<file path="src/pcbs_pkg.sv">
`default_nettype none

package pcbs_pkg;

    localparam int unsigned REG_W     = 16;
    localparam int unsigned NUM_REGS  = 8;
    localparam int unsigned IDX_W     = 4;
    localparam int unsigned SAMPLE_W  = 12;
    localparam int unsigned PCT_W     = 7;
    localparam int unsigned FAULT_W   = 7;

    // numerator is (sample - rest) * 100, or sample * 100 without calibration, below 4096 * 100
    localparam int unsigned REM_W     = 19;
    localparam int unsigned QUOT_W    = PCT_W;
    localparam int unsigned TRIAL_W   = REG_W + QUOT_W;
    localparam int unsigned STEP_PER  = 2;
    localparam int unsigned DIV_STAGES = (QUOT_W + STEP_PER - 1) / STEP_PER;

    localparam logic [PCT_W-1:0] PCT_FULL = 7'd100;

    localparam logic [IDX_W-1:0] REG_T1_REST    = 4'd0;
    localparam logic [IDX_W-1:0] REG_T1_FULL    = 4'd1;
    localparam logic [IDX_W-1:0] REG_T2_REST    = 4'd2;
    localparam logic [IDX_W-1:0] REG_T2_FULL    = 4'd3;
    localparam logic [IDX_W-1:0] REG_BRAKE_REST = 4'd4;
    localparam logic [IDX_W-1:0] REG_BRAKE_ARM  = 4'd5;
    localparam logic [IDX_W-1:0] REG_BRAKE_HARD = 4'd6;
    localparam logic [IDX_W-1:0] REG_BRAKE_FULL = 4'd7;

    localparam logic [1:0] CLAMP_NONE = 2'd0;
    localparam logic [1:0] CLAMP_ZERO = 2'd1;
    localparam logic [1:0] CLAMP_FULL = 2'd2;

    localparam int unsigned F_RANGE     = 0;
    localparam int unsigned F_MONO      = 1;
    localparam int unsigned F_SPAN1     = 2;
    localparam int unsigned F_SPAN2     = 3;
    localparam int unsigned F_RATIO     = 4;
    localparam int unsigned F_BRK_SPAN  = 5;
    localparam int unsigned F_BRK_ORDER = 6;

    typedef struct packed {
        logic                used;
        logic [1:0]          clamp;
        logic [SAMPLE_W-1:0] num;
        logic [REG_W-1:0]    den;
    } pre_t;

    typedef struct packed {
        logic              used;
        logic [1:0]        clamp;
        logic [REG_W-1:0]  den;
        logic [REM_W-1:0]  rem;
        logic [QUOT_W-1:0] quot;
    } div_t;

endpackage

`default_nettype wire

</file>
<file path="src/pedal_calibration_check_and_brake_scale.sv">
`default_nettype none

// Pedal calibration check and brake scaling. One brake sample is taken per
// cycle (busy is always low); each sample yields one result word through the
// stages below, marked by done for a single cycle, with no way to hold it
// off. The path is an input stage, a x100 multiply stage, and a four-stage
// restoring divider retiring up to two quotient bits per stage, plus the
// output register. fault_bits follows the calibration registers through the
// span, ratio-product and fault-word registers after a write and is independent of the sample.
module pedal_calibration_check_and_brake_scale #(
    parameter int unsigned ADC_FULL           = 4095,
    parameter int unsigned MIN_THROTTLE_SPAN  = 200,
    parameter int unsigned MAX_SPAN_RATIO_PCT = 150,
    parameter int unsigned MIN_BRAKE_SPAN     = 100
) (
    input  wire logic                           clk,
    input  wire logic                           rst_n,
    input  wire logic                           start,
    output logic                                busy,
    input  wire logic [pcbs_pkg::SAMPLE_W-1:0]  brake_sample,
    input  wire logic                           cfg_wr_en,
    input  wire logic [pcbs_pkg::IDX_W-1:0]     cfg_index,
    input  wire logic [pcbs_pkg::REG_W-1:0]     cfg_wr_data,
    output logic                                done,
    output logic [pcbs_pkg::PCT_W-1:0]          brake_percent,
    output logic [pcbs_pkg::FAULT_W-1:0]        fault_bits,
    output logic                                used_calibration
);
    import pcbs_pkg::*;

    localparam int unsigned RATIO_W  = $clog2(MAX_SPAN_RATIO_PCT + 1);
    localparam int unsigned MULT_W   = (RATIO_W > PCT_W) ? RATIO_W : PCT_W;
    localparam int unsigned PROD_W   = REG_W + MULT_W;

    localparam logic [REG_W-1:0]  ADC_FULL_V  = REG_W'(ADC_FULL);
    localparam logic [REG_W-1:0]  MIN_TS_V    = REG_W'(MIN_THROTTLE_SPAN);
    localparam logic [REG_W-1:0]  MIN_BS_V    = REG_W'(MIN_BRAKE_SPAN);
    localparam logic [MULT_W-1:0] RATIO_V     = MULT_W'(MAX_SPAN_RATIO_PCT);
    localparam logic [MULT_W-1:0] HUNDRED_V   = MULT_W'(100);

    // calibration registers
    logic [REG_W-1:0] cfg_reg [NUM_REGS];

    always_ff @(posedge clk or negedge rst_n)
    begin
        if (!rst_n)
        begin
            for (int i = 0; i < NUM_REGS; i++)
            begin
                cfg_reg[i] <= '0;
            end
        end
        else if (cfg_wr_en && (cfg_index < IDX_W'(NUM_REGS)))
        begin
            cfg_reg[cfg_index[$clog2(NUM_REGS)-1:0]] <= cfg_wr_data;
        end
    end

    logic [REG_W-1:0] t1_rest, t1_full, t2_rest, t2_full;
    logic [REG_W-1:0] b_rest, b_arm, b_hard, b_full;

    assign t1_rest = cfg_reg[REG_T1_REST[2:0]];
    assign t1_full = cfg_reg[REG_T1_FULL[2:0]];
    assign t2_rest = cfg_reg[REG_T2_REST[2:0]];
    assign t2_full = cfg_reg[REG_T2_FULL[2:0]];
    assign b_rest  = cfg_reg[REG_BRAKE_REST[2:0]];
    assign b_arm   = cfg_reg[REG_BRAKE_ARM[2:0]];
    assign b_hard  = cfg_reg[REG_BRAKE_HARD[2:0]];
    assign b_full  = cfg_reg[REG_BRAKE_FULL[2:0]];

    // fault pipeline, stage 1: spans and plain compares
    logic [REG_W-1:0] span1_reg, span2_reg;
    logic             range_reg, mono_reg, brk_span_reg, brk_order_reg;
    logic [REG_W-1:0] span1_next, span2_next, brk_span;
    logic             range_next;

    always_comb
    begin
        span1_next = (t1_full > t1_rest) ? (t1_full - t1_rest) : '0;
        span2_next = (t2_full > t2_rest) ? (t2_full - t2_rest) : '0;
        brk_span   = (b_full > b_rest) ? (b_full - b_rest) : '0;
        range_next = 1'b0;
        for (int i = 0; i < NUM_REGS; i++)
        begin
            if (cfg_reg[i] > ADC_FULL_V)
            begin
                range_next = 1'b1;
            end
        end
    end

    always_ff @(posedge clk)
    begin
        span1_reg     <= span1_next;
        span2_reg     <= span2_next;
        range_reg     <= range_next;
        mono_reg      <= (t1_full <= t1_rest) || (t2_full <= t2_rest);
        brk_span_reg  <= (b_rest != '0) && (brk_span < MIN_BS_V);
        brk_order_reg <= !((b_arm < b_hard) && (b_hard < b_full))
                         || ((b_rest != '0) && (b_rest >= b_arm));
    end

    // fault pipeline, stage 2: ratio products
    logic [PROD_W-1:0] small_prod_reg, big_prod_reg;
    logic              s1_small_reg, s2_small_reg;
    logic              range2_reg, mono2_reg, brk_span2_reg, brk_order2_reg;
    logic [REG_W-1:0]  span_big, span_small;

    assign span_big   = (span1_reg > span2_reg) ? span1_reg : span2_reg;
    assign span_small = (span1_reg > span2_reg) ? span2_reg : span1_reg;

    always_ff @(posedge clk)
    begin
        small_prod_reg <= PROD_W'(span_small) * PROD_W'(RATIO_V);
        big_prod_reg   <= PROD_W'(span_big) * PROD_W'(HUNDRED_V);
        s1_small_reg   <= span1_reg < MIN_TS_V;
        s2_small_reg   <= span2_reg < MIN_TS_V;
        range2_reg     <= range_reg;
        mono2_reg      <= mono_reg;
        brk_span2_reg  <= brk_span_reg;
        brk_order2_reg <= brk_order_reg;
    end

    // fault pipeline, stage 3: fault word
    logic [FAULT_W-1:0] fault_reg, fault_next;

    always_comb
    begin
        fault_next              = '0;
        fault_next[F_RANGE]     = range2_reg;
        fault_next[F_MONO]      = mono2_reg;
        fault_next[F_SPAN1]     = s1_small_reg;
        fault_next[F_SPAN2]     = s2_small_reg;
        fault_next[F_RATIO]     = !s1_small_reg && !s2_small_reg
                                  && (small_prod_reg < big_prod_reg);
        fault_next[F_BRK_SPAN]  = brk_span2_reg;
        fault_next[F_BRK_ORDER] = brk_order2_reg;
    end

    always_ff @(posedge clk or negedge rst_n)
    begin
        if (!rst_n)
        begin
            fault_reg <= '0;
        end
        else
        begin
            fault_reg <= fault_next;
        end
    end

    // sample pipeline, input stage: pick map, clamp, numerator and divisor
    logic       accept;
    logic       pre_vld_reg;
    pre_t       pre_reg, pre_next;
    logic [REG_W-1:0] raw_ext;

    assign busy    = 1'b0;
    assign accept  = start && !busy;
    assign raw_ext = REG_W'(brake_sample);

    always_comb
    begin
        pre_next.used  = (b_rest != '0) && (b_full > b_rest);
        pre_next.clamp = CLAMP_NONE;
        if (pre_next.used)
        begin
            pre_next.num = SAMPLE_W'(raw_ext - b_rest);
            pre_next.den = b_full - b_rest;
            if (raw_ext <= b_rest)
            begin
                pre_next.clamp = CLAMP_ZERO;
            end
            else if (raw_ext >= b_full)
            begin
                pre_next.clamp = CLAMP_FULL;
            end
        end
        else
        begin
            pre_next.num = brake_sample;
            pre_next.den = ADC_FULL_V;
            if (raw_ext >= ADC_FULL_V)
            begin
                pre_next.clamp = CLAMP_FULL;
            end
        end
    end

    always_ff @(posedge clk or negedge rst_n)
    begin
        if (!rst_n)
        begin
            pre_vld_reg <= 1'b0;
        end
        else
        begin
            pre_vld_reg <= accept;
        end
    end

    always_ff @(posedge clk)
    begin
        pre_reg <= pre_next;
    end

    // multiply stage and divider stages
    logic [DIV_STAGES:0] div_vld_reg;
    div_t                div_reg  [DIV_STAGES+1];
    div_t                div_next [DIV_STAGES+1];

    always_comb
    begin
        div_t                 t;
        int                   k;
        logic [TRIAL_W-1:0]   trial;
        div_next[0].used  = pre_reg.used;
        div_next[0].clamp = pre_reg.clamp;
        div_next[0].den   = pre_reg.den;
        div_next[0].rem   = REM_W'(pre_reg.num) * REM_W'(PCT_FULL);
        div_next[0].quot  = '0;
        for (int s = 0; s < DIV_STAGES; s++)
        begin
            t = div_reg[s];
            for (int j = 0; j < STEP_PER; j++)
            begin
                k = QUOT_W - 1 - (s * STEP_PER + j);
                if (k >= 0)
                begin
                    trial = TRIAL_W'(t.den) << k;
                    if (TRIAL_W'(t.rem) >= trial)
                    begin
                        t.rem     = t.rem - REM_W'(trial);
                        t.quot[k] = 1'b1;
                    end
                end
            end
            div_next[s+1] = t;
        end
    end

    always_ff @(posedge clk or negedge rst_n)
    begin
        if (!rst_n)
        begin
            div_vld_reg <= '0;
        end
        else
        begin
            div_vld_reg <= {div_vld_reg[DIV_STAGES-1:0], pre_vld_reg};
        end
    end

    always_ff @(posedge clk)
    begin
        for (int s = 0; s <= DIV_STAGES; s++)
        begin
            div_reg[s] <= div_next[s];
        end
    end

    // output word
    logic             done_reg;
    logic [PCT_W-1:0] pct_reg, pct_next;
    logic             used_reg;
    div_t             last;

    assign last = div_reg[DIV_STAGES];

    always_comb
    begin
        case (last.clamp)
            CLAMP_ZERO: pct_next = '0;
            CLAMP_FULL: pct_next = PCT_FULL;
            default:    pct_next = last.quot;
        endcase
    end

    always_ff @(posedge clk or negedge rst_n)
    begin
        if (!rst_n)
        begin
            done_reg <= 1'b0;
        end
        else
        begin
            done_reg <= div_vld_reg[DIV_STAGES];
        end
    end

    always_ff @(posedge clk)
    begin
        pct_reg  <= pct_next;
        used_reg <= last.used;
    end

    assign done             = done_reg;
    assign brake_percent    = pct_reg;
    assign used_calibration = used_reg;
    assign fault_bits       = fault_reg;

endmodule

`default_nettype wire

</file>
<file path="config.mk">
export PLATFORM = sky130hd
export DESIGN_NAME = pedal_calibration_check_and_brake_scale
export DESIGN_NICKNAME = d
export VERILOG_FILES = /design/src/pcbs_pkg.sv /design/src/pedal_calibration_check_and_brake_scale.sv
export SDC_FILE = /design/constraint.sdc
export NUM_CORES = 1
export LEC_CHECK = 0
export BUFFER_PORTS_ARGS = -buffer_cell sky130_fd_sc_hd__buf_2
export CAP_MARGIN = 20
export CORE_MARGIN = 1.5
export CORE_UTILIZATION = 55
export CTS_CLUSTER_DIAMETER = 30
export DETAILED_ROUTE_END_ITERATION = 8
export GPL_TIMING_DRIVEN = 1
export MAX_ROUTING_LAYER = met4
export PLACE_DENSITY_LB_ADDON = 0.3
export SKIP_LAST_GASP = 1
export SLEW_MARGIN = 15
export SYNTH_ARGS = -nofsm -noshare
export SYNTH_HDL_FRONTEND = slang
export SYNTH_SLANG_ARGS = --single-unit
</file>
<file path="constraint.sdc">
create_clock -name clk -period 6.9 [get_ports clk]
set_input_delay 0.69 -clock clk [delete_from_list [all_inputs] [get_ports clk]]
set_output_delay 0.69 -clock clk [all_outputs]
set_load 0.005 [all_outputs]
</file>
Word-level counts from Yosys, hierarchy flattened
Memory sizes are Yosys's and may differ from the RTL's.
Cells that the tools add are included.
- flip-flop bits (word level): 267
- RAM bits: 225
- output and inout bits: 17
- word-level logic and storage cells: 124
- memories: 1
- memories (memory ; depth ; width ; read ports ; clocked after memory_dff ; wr ports ; RTL line ; source):
    div_reg ; 5 ; 45 ; 5 ; 0 ; 5 ; pedal_calibration_check_and_brake_scale.sv:209 ; div_t div_reg [DIV_STAGES+1];
- add/subtract/negate cells: 11
- multipliers: 3
- order comparisons: 34
- equality and inequality tests: 2
- muxes and demuxes: 25
- bitwise operators: 1
- reduce and logical (&&, ||, !) cells: 15
- operators with widths (kind ; number):
    128-bit bitwise mux ; 1
    16-bit by 12-bit > comparator with 1-bit output, second input constant ; 8
    19-bit two-way mux ; 6
    19-bit subtractor ; 4
    16-bit > comparator ; 4
    16-bit two-way mux ; 4
    16-bit demux with 3-bit select ; 1
    16-bit subtractor ; 3
    16-bit less-or-equal comparator ; 2
    16-bit less-than comparator ; 2
    16-bit by 8-bit less-than comparator with 1-bit output, second input constant ; 2
    30-bit two-way mux ; 1
    24-bit by 23-bit less-than comparator with 1-bit output ; 1
    16-bit by 7-bit multiplier with 23-bit output, second input constant ; 1
    19-bit by 22-bit >= comparator with 1-bit output ; 1
    19-bit by 21-bit >= comparator with 1-bit output ; 1
    16-bit by 5-bit multiplier with 21-bit output, second input constant ; 1
    19-bit by 20-bit >= comparator with 1-bit output ; 1
    20-bit two-way mux ; 1
    19-bit by 16-bit >= comparator with 1-bit output ; 1
    19-bit by 17-bit >= comparator with 1-bit output ; 1
    19-bit by 18-bit >= comparator with 1-bit output ; 1
    19-bit >= comparator ; 1
    19-bit by 16-bit subtractor with 19-bit output ; 1
    23 further kinds ; 41

Longest topological paths before layout
Gate-level depths: netlist of the first run.
- depth in word-level cells: 6
- mapped depth: 27

Least setup slack after synthesis of the first run
No wires, ideal clock.
- path type: flip-flop to flip-flop
- start point: register span2_reg[9]
- end point: register small_prod_reg[22]
- library setup time: 0.072 ns
- arrival time: 5.926 ns
- required time: 6.828 ns
- slack: 0.902 ns
- stages on the path, launching flop included: 28
- period minus slack after synthesis: 5.998 ns
- path through: dfxtp_1 > inv_1 > ha_1 > a21o_1 > a21o_1 > a21o_1 > a21oi_1 > nor2b_1 > o21ai_0 > nand2_1 > o21ai_1 > clkbuf_1 > mux2_2 > ha_1 > ha_1 > fa_1 > inv_1 > fa_1 > inv_1 > ha_1 > and2_1 > a31o_2 > a31oi_1 > a21oi_1 > a31oi_1 > o21ai_0 > a21oi_1 > xnor2_1
- cells in the longest elaborated chain, start to end: 3
- ends and longest elaborated chain (what ; RTL line ; source):
    start, declared ; pedal_calibration_check_and_brake_scale.sv:72 ; logic [REG_W-1:0] span1_reg, span2_reg;
    start signal, assigned ; pedal_calibration_check_and_brake_scale.sv:95 ; span2_reg <= span2_next;
    16-bit > comparator ; pedal_calibration_check_and_brake_scale.sv:110 ; assign span_small = (span1_reg > span2_reg) ? span2_reg : span1_reg;
    16-bit two-way mux * ; pedal_calibration_check_and_brake_scale.sv:110 ;
    16-bit by 7-bit multiplier with 23-bit output * ; pedal_calibration_check_and_brake_scale.sv:114 ; small_prod_reg <= PROD_W'(span_small) * PROD_W'(RATIO_V);
    end signal, assigned ; pedal_calibration_check_and_brake_scale.sv:114 ;
    end, declared ; pedal_calibration_check_and_brake_scale.sv:104 ; logic [PROD_W-1:0] small_prod_reg, big_prod_reg;
Every way passes the cells marked *; elsewhere a longest branch is shown, timed or not.
A chain may end at the register's enable or synchronous reset.

Worst setup path after layout of the first run
Ends and elaborated chain as after synthesis.

==> metrics.md, run 1 <==
| Metric | Value |
|---|---|
| Synth top area share | 0.213 |
| Vias in the first global route | 20493 |
| Setup crit start | span2_reg[9] |
| Worst R2R Path Depth | 27 |
| Worst Skew | 0.0348 ns |
| Area share of fa/ha/maj cells after synthesis | 0.226 |
| Critical R2R Launch | span2_reg[9] |
| Via Count | 20042 |
| Synth Register Bits | 433 |
| Core area | 49100 um2 |
| Post-CTS setup buffers | 0 |
| Post-Syn Nets | between 3000 and 4000 |
| Residual DRC | 0 |
| CP max stage cell | fa_1 |
| CP max stage delay | ~0.54 ns |
| Post-synth EDFFs | 0 |
| Fmax | 0.155 GHz |
| First-pass GRT wire length | 99.5 mm |
| Clk sink count | about 430 |
| Max transition margin | 0.262 |
| Crit path max fanout | 17 |
| Largest family of logic cells by synthesized area | adder cells |
| Die Area | around 50000 um2 |
| Total congestion overflow | 0 |
| Reg-to-reg slack, setup | around 0.44 ns |
| Most common cell after layout, fill and taps aside | ha_1 |
| H-tree Lvls | 3 |
| Xor/xnor share of the synthesized area | 0.0470 |
| Sequential area share after synthesis | 0.343 |
| Final hold vios | 0 |
| Hold Path Class | primary input to asynchronous set/reset pin |
| # port buffers | 51 |
| N_diodes | 0 |
| Synth Cell Area | 27400 um2 |
| Worst Setup Start Kind | register |
| P&R area growth vs syn | 14.5% |
| Fin crit period | 6.46 ns |
| CTS resizes | 0 |
| Post-synth top flop | dfxtp_1 |
| Capture point of the worst path | small_prod_reg[22] |
| CTS tree | yes |
| Max cap viols | 0 |
| Synth Area in Compound Gates | 0.137 |
| Wirelength per Cell | 16.7 um |
| Max reg flops | 167 |
| Netlist cell types | 82 |
| Routed vias/inst | 5.50 |
| Top cells by area, synth | dfxtp_1 (21%), ha_1 (19%), dfrtp_1 (13%) |
| Post-synthesis simple-gate area fraction | 0.103 |
| Antenna violations before repair | 0 |
| Critical Path RT | 7.42 ns |
| Worst-skew pair later-pin latency | 0.62 ns |
| Row count | 81 |
| Ys async rst share | 0.328 |
| DR pass1 iterations | 5 |
| Setup repair after global routing missed its margin | false |
| Worst-path clk slew | 0.05 ns |
| Critical path class | register to register |
| Reg2reg end | small_prod_reg[22] |
| Initial core utilization | 0.558 |
| Die height | 226 um |
| Area leader, netlist | dfxtp_1 |
| YS warnings | 0 |
| DP Cell Count | 3484 |
| Post-synthesis cell count | 2800 |
| Die X | 226 um |
| Initial DRC Count | 977 |
| Finished Layout Cells | 3641 |
| Slew Viols, Final | 0 |
| # nets final | 3408 |
| Total Routing Usage GR | 0.249 |
| Post-detail-place hpwl | 47.0 mm |
| Routability cong. | just over 0.9 |
| # setup viols final | 0 |
| CTS buffer count | 86 |
| Post-synthesis mux area share | 0.0863 |
| IO Pins | 53 |
| Largest net degree at the start of global routing | 88 |
| Fin crit share | 0.936 |
| Syn avg cell area | between 9 and 10 um2 |
| CP Capture Type | register |
| Slew @ Worst Pin | ~1.1 ns |
| Layout cells sized above 1 | 0.144 |
| Status | complete, no violations |
| CTS Root Cell | clkbuf_16 |
| Critical Path AT | roughly 7 ns |
| Most frequent cells in the layout | ha_1 (413), inv_1 (368), dfxtp_1 (291), mux2_2 (161), nand2_1 (157) |
| Final ANT Viol Nets | 0 |
| Routed WL | 60.7 mm |
| Maximum clock insertion buffer count | 3 |
| Final setup TNS | 0 ns |
| Most used cell, CP | ha_1 |
| Hold Buf Count CTS | 0 |
through the flow:
stage          hold slack (ns)   util  setup slack [ns]  instance area (um2)
6_report                 0.122  0.639             0.441                31300
3_3_place_gp             0.310  0.578             0.623                28400
3_5_place_dp             0.312  0.578             0.410                28400
2_1_floorplan            0.310      -             0.902                27400
5_1_grt                  0.150  0.639            0.0405                31300
4_1_cts                  0.142  0.638             0.414                31300
cell usage after synthesis, drive strengths merged, types with 15 or more instances:
library cell	count
ha	413
inv	369
dfxtp	291
mux2	174
nand2	158
o21ai	151
dfrtp	142
a21oi	133
nor2	130
a21o	93
xnor2	93
xor2	54
fa	51
nor3	45
o21a	43
nor2b	41
nand4	37
mux2i	36
nand2b	32
clkbuf	27
nand3	25
nor4	25
o21bai	22
a31oi	17
a211oi	15
final cells by class:
type,count,area [um2]
Fill cell,3945,17700
Clock buffer,108,2380
Multi-Input combinational cell,1957,16400
Clock inverter,49,564
Timing Repair Buffer,61,344
Tap cell,664,831
Inverter,369,1390
Sequential cell,433,9380
cell families (layout without fill, tap and decap cells):
| logic type | count (synthesis) | in the layout |
|---|---|---|
| xor gates and xnor gates | 147 | 147 |
| AOI/OAI and AO/OA | 567 | 567 |
| and+or+nand+nor | 568 | 568 |
| buffers and inverters | 410 | 587 |
| other | 1 | 1 |
| DFF | 433 | 433 |
| adders and majority gates | 464 | 464 |
| muxes | 210 | 210 |
routing by layer:
metal,GRT usage,wire length [um],part of all wire,up-vias
met4,0.107,2300,0.038,0
met5,-,0,0,-
li1,-,-,-,10016
met3,0.0402,2100,0.035,156
met2,0.419,29500,0.49,371
met1,0.294,26800,0.44,9499
worst max-delay path: cells and delay by family, from the launching register on:
| family | cells | cell delay (ns) |
|---|---|---|
| buffers and inverters | 4 | 0.44 |
| xor gates and xnor gates | 1 | 0.14 |
| and+or+nand+nor | 3 | 0.29 |
| AOI/OAI and AO/OA | 12 | 2.40 |
| muxes | 1 | 0.43 |
| adders and majority gates | 6 | 2.25 |
| DFF | 1 | 0.40 |
worst min-delay path by stage:
stage / startpoint / end / slack (ns)
floorplan: brk_order_reg / brk_order2_reg / 0.31
global placement: div_next[207] / div_reg[0][27] / 0.31
detailed placement: div_reg[0][96] / div_reg[0][141] / 0.31
CTS: rst_n / t2_full[13] / 0.14
global route: start / pre_vld_reg / 0.15
finish: rst_n / t2_full[13] / 0.12
Power of run 1 is not shown: default switching activity piles up to over one toggle a cycle in this logic, so the estimate is an artifact.
==> inputs of run 2 (changes only) <==
--- a/config.mk
+++ b/config.mk
@@ -5,17 +5,16 @@
 export SDC_FILE = /design/constraint.sdc
 export NUM_CORES = 1
 export LEC_CHECK = 0
-export BUFFER_PORTS_ARGS = -buffer_cell sky130_fd_sc_hd__buf_2
 export CAP_MARGIN = 20
 export CORE_MARGIN = 1.5
 export CORE_UTILIZATION = 55
 export CTS_CLUSTER_DIAMETER = 30
 export DETAILED_ROUTE_END_ITERATION = 8
+export DONT_BUFFER_PORTS = 1
 export GPL_TIMING_DRIVEN = 1
 export MAX_ROUTING_LAYER = met4
 export PLACE_DENSITY_LB_ADDON = 0.3
 export SKIP_LAST_GASP = 1
-export SLEW_MARGIN = 15
 export SYNTH_ARGS = -nofsm -noshare
 export SYNTH_HDL_FRONTEND = slang
 export SYNTH_SLANG_ARGS = --single-unit
==> run 2 against run 1 <==
Against the previous run: clock skew shrank 0.0070 ns; non-clock buffer count shrank 50; count of clock-buffer cells in the layout grew 5; design area shrank 0.48%; critical path depth is the same; routed wire length shrank 1.8%; setup slack gained 0.051 ns; final cell count shrank 1.3%; highest routed layer unchanged; die area is the same; fmax grew 0.80%; critical path type unchanged; worst hold slack lost 0.049 ns.
==> metrics.md, run 2 (synthesized netlist as in run 1, its figures left out) <==
| Metric | Value |
|---|---|
| Status | complete, no violations |
| Worst-skew pair later-pin latency | 0.63 ns (about the same) |
| # port buffers | 0 (-100%) |
| Met3 WL | 2.00 mm (-4.7%) |
| DR pass1 iterations | 5 (unchanged) |
| Layout cells sized above 1 | 0.129 (-0.0157) |
| Total congestion overflow | 0 (unchanged) |
| Critical Path RT | 7.44 ns (+0.02 ns) |
| N_diodes | 0 (unchanged) |
| Residual DRC | 0 (unchanged) |
| Largest net degree at the start of global routing | 143 (+63%) |
| Vias in the first global route | 20442 (-0.25%) |
| Fin crit share | 0.929 (-0.00742) |
| Routed WL | 59.6 mm (-1.8%) |
| Fmax | 0.156 GHz (+0.80%) |
| CTS tree | yes |
| Initial DRC Count | 889 (-9.0%) |
| Max reg flops | 167 (unchanged) |
| Die height | 226 um (unchanged) |
| Most frequent cells in the layout | ha_1 (413), inv_1 (368), dfxtp_1 (291), mux2_2 (161), nand2_1 (157) |
| Worst-path clk slew | 0.04 ns (about the same) |
| Die X | 226 um (unchanged) |
| Crit path max fanout | 20 (+3) |
| P&R area growth vs syn | 13.9% |
| Row count | 81 (unchanged) |
| Worst Setup Start Kind | register |
| Max cap viols | 0 (unchanged) |
| Max transition margin | 0.280 (+0.0187) |
| Clk sink count | 433 (unchanged) |
| Final ANT Viol Nets | 0 (unchanged) |
| Core area | 49100 um2 (unchanged) |
| CTS Root Cell | clkbuf_16 |
| Critical path class | register to register |
| Final hold vios | 0 (unchanged) |
| First-pass GRT wire length | 98.3 mm (-1.2%) |
| Setup repair after global routing missed its margin | false |
| # nets final | 3358 (-1.5%) |
| Fin crit period | 6.41 ns (-0.0512 ns) |
| Maximum clock insertion buffer count | 3 (unchanged) |
| Antenna violations before repair | 0 (unchanged) |
| Critical Path AT | 6.94 ns (-0.04 ns) |
| H-tree Lvls | 3 (unchanged) |
| Final setup TNS | 0 ns (unchanged) |
| Worst Skew | 0.0279 ns (-0.00697 ns) |
| CTS buffer count | 86 (unchanged) |
| Total Routing Usage GR | 0.245 (-0.00369) |
| Die Area | 51100 um2 (unchanged) |
| Via Count | 19866 (-0.88%) |
| Top Metal Used | met4 |
| Hold Path Class | primary input to asynchronous set/reset pin |
| Met2 Routed Length | 29.0 mm (-1.6%) |
| IO Pins | 53 (unchanged) |
| Wirelength per Cell | 16.6 um (-0.49%) |
| Routed vias/inst | 5.53 (+0.45%) |
| Slew @ Worst Pin | 1.07 ns (-0.0278 ns) |
| Post-detail-place hpwl | 46.6 mm (-0.93%) |
| WL met1 | 26.6 mm (-1.0%) |
| Most common cell after layout, fill and taps aside | ha_1 |
| Slew Viols, Final | 0 (unchanged) |
| Initial core utilization | 0.558 (unchanged) |
| Routability cong. | 0.938 (+0.72%) |
| # setup viols final | 0 (unchanged) |
| CP Capture Type | register |
run 2: timing repair:
action / CTS / global route
hold endpoints to repair: 142 / 0
resized for setup: 0 / 0
setup buffers: 0 / 0
hold buffers: 1 / 0
run 2: final cells by class:
type / count / area (um2)
Sequential cell: 433 / 9380
Tap cell: 664 / 831
Multi-Input combinational cell: 1957 / 16400
Clock buffer: 113 / 2410
Clock inverter: 46 / 627
Fill cell: 3994 / 17900
Timing Repair Buffer: 11 / 103
Inverter: 369 / 1390
run 2: final timing paths:
kind / startpoint / to / slack [ns] / cells after the start
worst max-delay path: span2_reg[1] / small_prod_reg[22] / 0.49 / 27
worst min-delay path: rst_n / t2_rest[14] / 0.07 / 1
worst max register to register: span2_reg[1] / small_prod_reg[22] / 0.49 / 27
worst min register to register: div_reg[0][132] / div_reg[0][177] / 0.31 / 0
max in group asynchronous: rst_n / t2_rest[13] / 6.31 / 1
min in group clk: start / pre_vld_reg / 0.09 / 0
run 2: per-stage QoR:
stage	cells	area (um2)	util	hold slack (ns)	worst slack (ns)
5_1_grt	3593	31200	0.635	0.0651	0.0710
2_1_floorplan	2800	27400	-	0.310	0.902
6_report	3593	31200	0.635	0.0730	0.492
3_5_place_dp	3433	28100	0.573	0.312	0.555
3_3_place_gp	3433	28100	0.573	0.311	0.674
4_1_cts	3593	31200	0.635	0.0576	0.514
run 2: metal layers:
layer	vias up	GRT usage
met4	0	0.0998
met5	-	-
met1	9471	0.289
li1	9902	-
met2	351	0.417
met3	142	0.0386
run 2: worst max-delay path: stages (launching register included):
cell      delay [ns]
dfxtp_1         0.35
inv_1           0.05
ha_1            0.27
nor2b_1         0.13
o21a_1          0.17
o21a_1          0.16
o21ai_0         0.14
nand2b_1        0.09
a21oi_1         0.18
o21ai_0         0.17
o21ai_4         0.30
buf_4           0.33
mux2_2          0.41
ha_1            0.29
ha_1            0.22
fa_1            0.50
inv_1           0.06
fa_1            0.52
inv_1           0.04
ha_1            0.35
and2_1          0.19
a31o_2          0.21
a31oi_1         0.21
a21oi_1         0.18
a31oi_1         0.32
o21ai_0         0.12
a21oi_1         0.20
xnor2_1         0.14
Power of run 2 is left out for the same reason.
==> inputs of run 3 (changes only) <==
--- a/config.mk
+++ b/config.mk
@@ -7,7 +7,7 @@
 export LEC_CHECK = 0
 export CAP_MARGIN = 20
 export CORE_MARGIN = 1.5
-export CORE_UTILIZATION = 55
+export CORE_UTILIZATION = 47
 export CTS_CLUSTER_DIAMETER = 30
 export DETAILED_ROUTE_END_ITERATION = 8
 export DONT_BUFFER_PORTS = 1
==> run 3 against run 2 <==
Against the previous run: the flow now finishes with violations (hold timing); via count is 1.0% lower; critical path depth stayed put; flip-flop and latch count stayed put; count of clock-buffer cells in the layout is 3 lower; critical endpoint unchanged; fmax is 1.9% lower; largest cell class unchanged; highest routed layer unchanged; clock skew is 0.020 ns higher; core utilization is 8.7 points lower; worst hold slack worse by 0.10 ns.
==> metrics.md, run 3 (synthesized netlist as in run 1, its figures left out) <==
| Metric | Value |
|---|---|
| Status | finished with violations |
| Violated checks | hold timing |
| Final ANT Viol Nets | 0 (unchanged) |
| CP Capture Type | register |
| Max transition margin | 0.323 (+0.0424) |
| CTS Root Cell | clkbuf_16 |
| DR pass1 iterations | 5 (unchanged) |
| Post-detail-place hpwl | 47.4 mm (+1.9%) |
| First-pass GRT wire length | 100 mm (+2.2%) |
| Worst-path clk slew | 0.05 ns (about the same) |
| CP Buf/Inv Count | 4 (unchanged) |
| Max reg flops | 167 (unchanged) |
| Placed Area | 28200 um2 (+0.48%) |
| Worst Setup Start Kind | register |
| Worst R2R Path Depth | 27 (unchanged) |
| Top delay family on crit path | compound AO/OA/AOI/OAI gates |
| Hold Path Class | primary input to asynchronous set/reset pin |
| Reg-to-reg slack, setup | 0.37 ns (-0.13 ns) |
| Initial core utilization | 0.475 (-0.0827) |
| Core area | 57600 um2 (+17%) |
| # setup viols final | 0 (unchanged) |
| Residual DRC | 0 (unchanged) |
| Slew Viols, Final | 0 (unchanged) |
| Via Count | 19668 (-1.0%) |
| Fmax | 0.153 GHz (-1.9%) |
| Clk sink count | 433 (unchanged) |
| CTS buffer count | 89 (+3.5%) |
| Routed WL | 61.2 mm (+2.6%) |
| Largest net degree at the start of global routing | 143 (unchanged) |
| P&R area growth vs syn | 15.5% |
| Multi-input logic area | 16400 um2 (unchanged) |
| Final core occ | 0.549 (-0.0865) |
| CP max stage delay | 0.52 ns (about the same) |
| Filler cells | 4945 (+24%) |
| Fin crit period | 6.53 ns (+0.125 ns) |
| Wirelength per Cell | 16.5 um (-0.51%) |
| Antenna violations before repair | 1 (+1) |
| Critical path class | register to register |
| Maximum clock insertion buffer count | 3 (unchanged) |
| Row count | 88 (+8.6%) |
| # nets final | 3362 (+0.12%) |
| Setup repair after global routing missed its margin | false |
| CP max stage cell | fa_1 |
| Max cap viols | 0 (unchanged) |
| Routability cong. | 0.919 (-2.1%) |
| Critical Path AT | 7.06 ns (+0.12 ns) |
| Post-CTS setup buffers | 0 (unchanged) |
| Reg area | 9380 um2 (unchanged) |
| Die X | 244 um (+8.1%) |
| IO Pins | 53 (unchanged) |
| Total congestion overflow | 0 (unchanged) |
| Routed vias/inst | 5.31 (-4.0%) |
| Most frequent cells in the layout | ha_1 (413), inv_1 (368), dfxtp_1 (291), mux2_2 (161), nand2_1 (157) |
| Finished Cell Area | 31600 um2 (+1.4%) |
| Vias in the first global route | 20488 (+0.23%) |
| Crit path max fanout | 19 (-5.0%) |
| Final hold vios | 12 (+12) |
| Most used cell, CP | ha_1 |
| Die Area | 59700 um2 (+17%) |
| Most common cell after layout, fill and taps aside | ha_1 |
| Initial DRC Count | 933 (+4.9%) |
| CTS tree | yes |
| Instance count on the critical path | 27 (unchanged) |
| Hold_ws | -0.0280 ns (-0.101 ns) |
| Worst-skew pair later-pin latency | 0.64 ns (about the same) |
| Final setup TNS | 0 ns (unchanged) |
| # port buffers | 0 (unchanged) |
| Critical Path RT | 7.42 ns (-0.02 ns) |
| Worst Skew | 0.0481 ns (+0.0202 ns) |
| Die height | 244 um (+8.1%) |
| N_diodes | 0 (unchanged) |
| Fin crit share | 0.947 (+0.0181) |
| H-tree Lvls | 3 (unchanged) |
| Total Routing Usage GR | 0.213 (-0.0324) |
| Slew @ Worst Pin | 1.01 ns (-0.0568 ns) |
| Layout cells sized above 1 | 0.132 (+0.00365) |
## run 3: worst paths after layout
path,from,to
max,span2_reg[9],small_prod_reg[22]
min,rst_n,t1_full[3]
max reg2reg,span2_reg[9],small_prod_reg[22]
min reg2reg,div_reg[0][94],div_reg[0][139]
max in group asynchronous,rst_n,t2_rest[1]
min in group clk,start,pre_vld_reg
## run 3: metrics by stage
step,setup slack (ns),cells
3_5_place_dp,0.497,3535
2_1_floorplan,0.902,2800
6_report,0.367,3704
5_1_grt,0.00948,3704
3_3_place_gp,0.708,3535
4_1_cts,0.360,3704
## run 3: timing repair
action,4_1_cts,5_1_grt
endpoints found under the setup margin,0,2
hold buffers,1,0
hold endpoints to repair,142,0
gates resized for setup,0,1
## run 3: cell type report
| class | count | area share |
|---|---|---|
| multi-input combinational | 1957 | 0.520 |
| sequential | 433 | 0.297 |
| clock buffer | 110 | 0.0768 |
| inverter | 369 | 0.0438 |
| tap | 765 | 0.0303 |
| clock inverter | 58 | 0.0290 |
| timing repair buffer | 12 | 0.00360 |
## run 3: worst reg2reg max path: stages (launching register included)
cell     delay (ns)
dfxtp_1        0.40
inv_1          0.07
ha_1           0.30
a21o_1         0.17
a21o_1         0.17
a21o_1         0.17
a21oi_1        0.15
nor2b_1        0.07
o21ai_0        0.26
nand2_1        0.15
o21ai_4        0.28
buf_6          0.26
mux2_2         0.40
ha_1           0.29
ha_1           0.22
fa_1           0.52
inv_1          0.06
fa_1           0.52
inv_1          0.04
ha_1           0.34
and2_1         0.19
a31o_2         0.21
a31oi_1        0.19
a21oi_1        0.16
a31oi_1        0.36
o21ai_0        0.15
a21oi_1        0.20
xnor2_1        0.13
## run 3: metal layers
metal,vias up,share of wire,GRT usage
met5,-,0,-
met4,0,0.029,0.0795
li1,9922,-,-
met1,9310,0.45,0.251
met2,313,0.49,0.363
met3,123,0.033,0.0349
Power of run 3 is left out for the same reason.
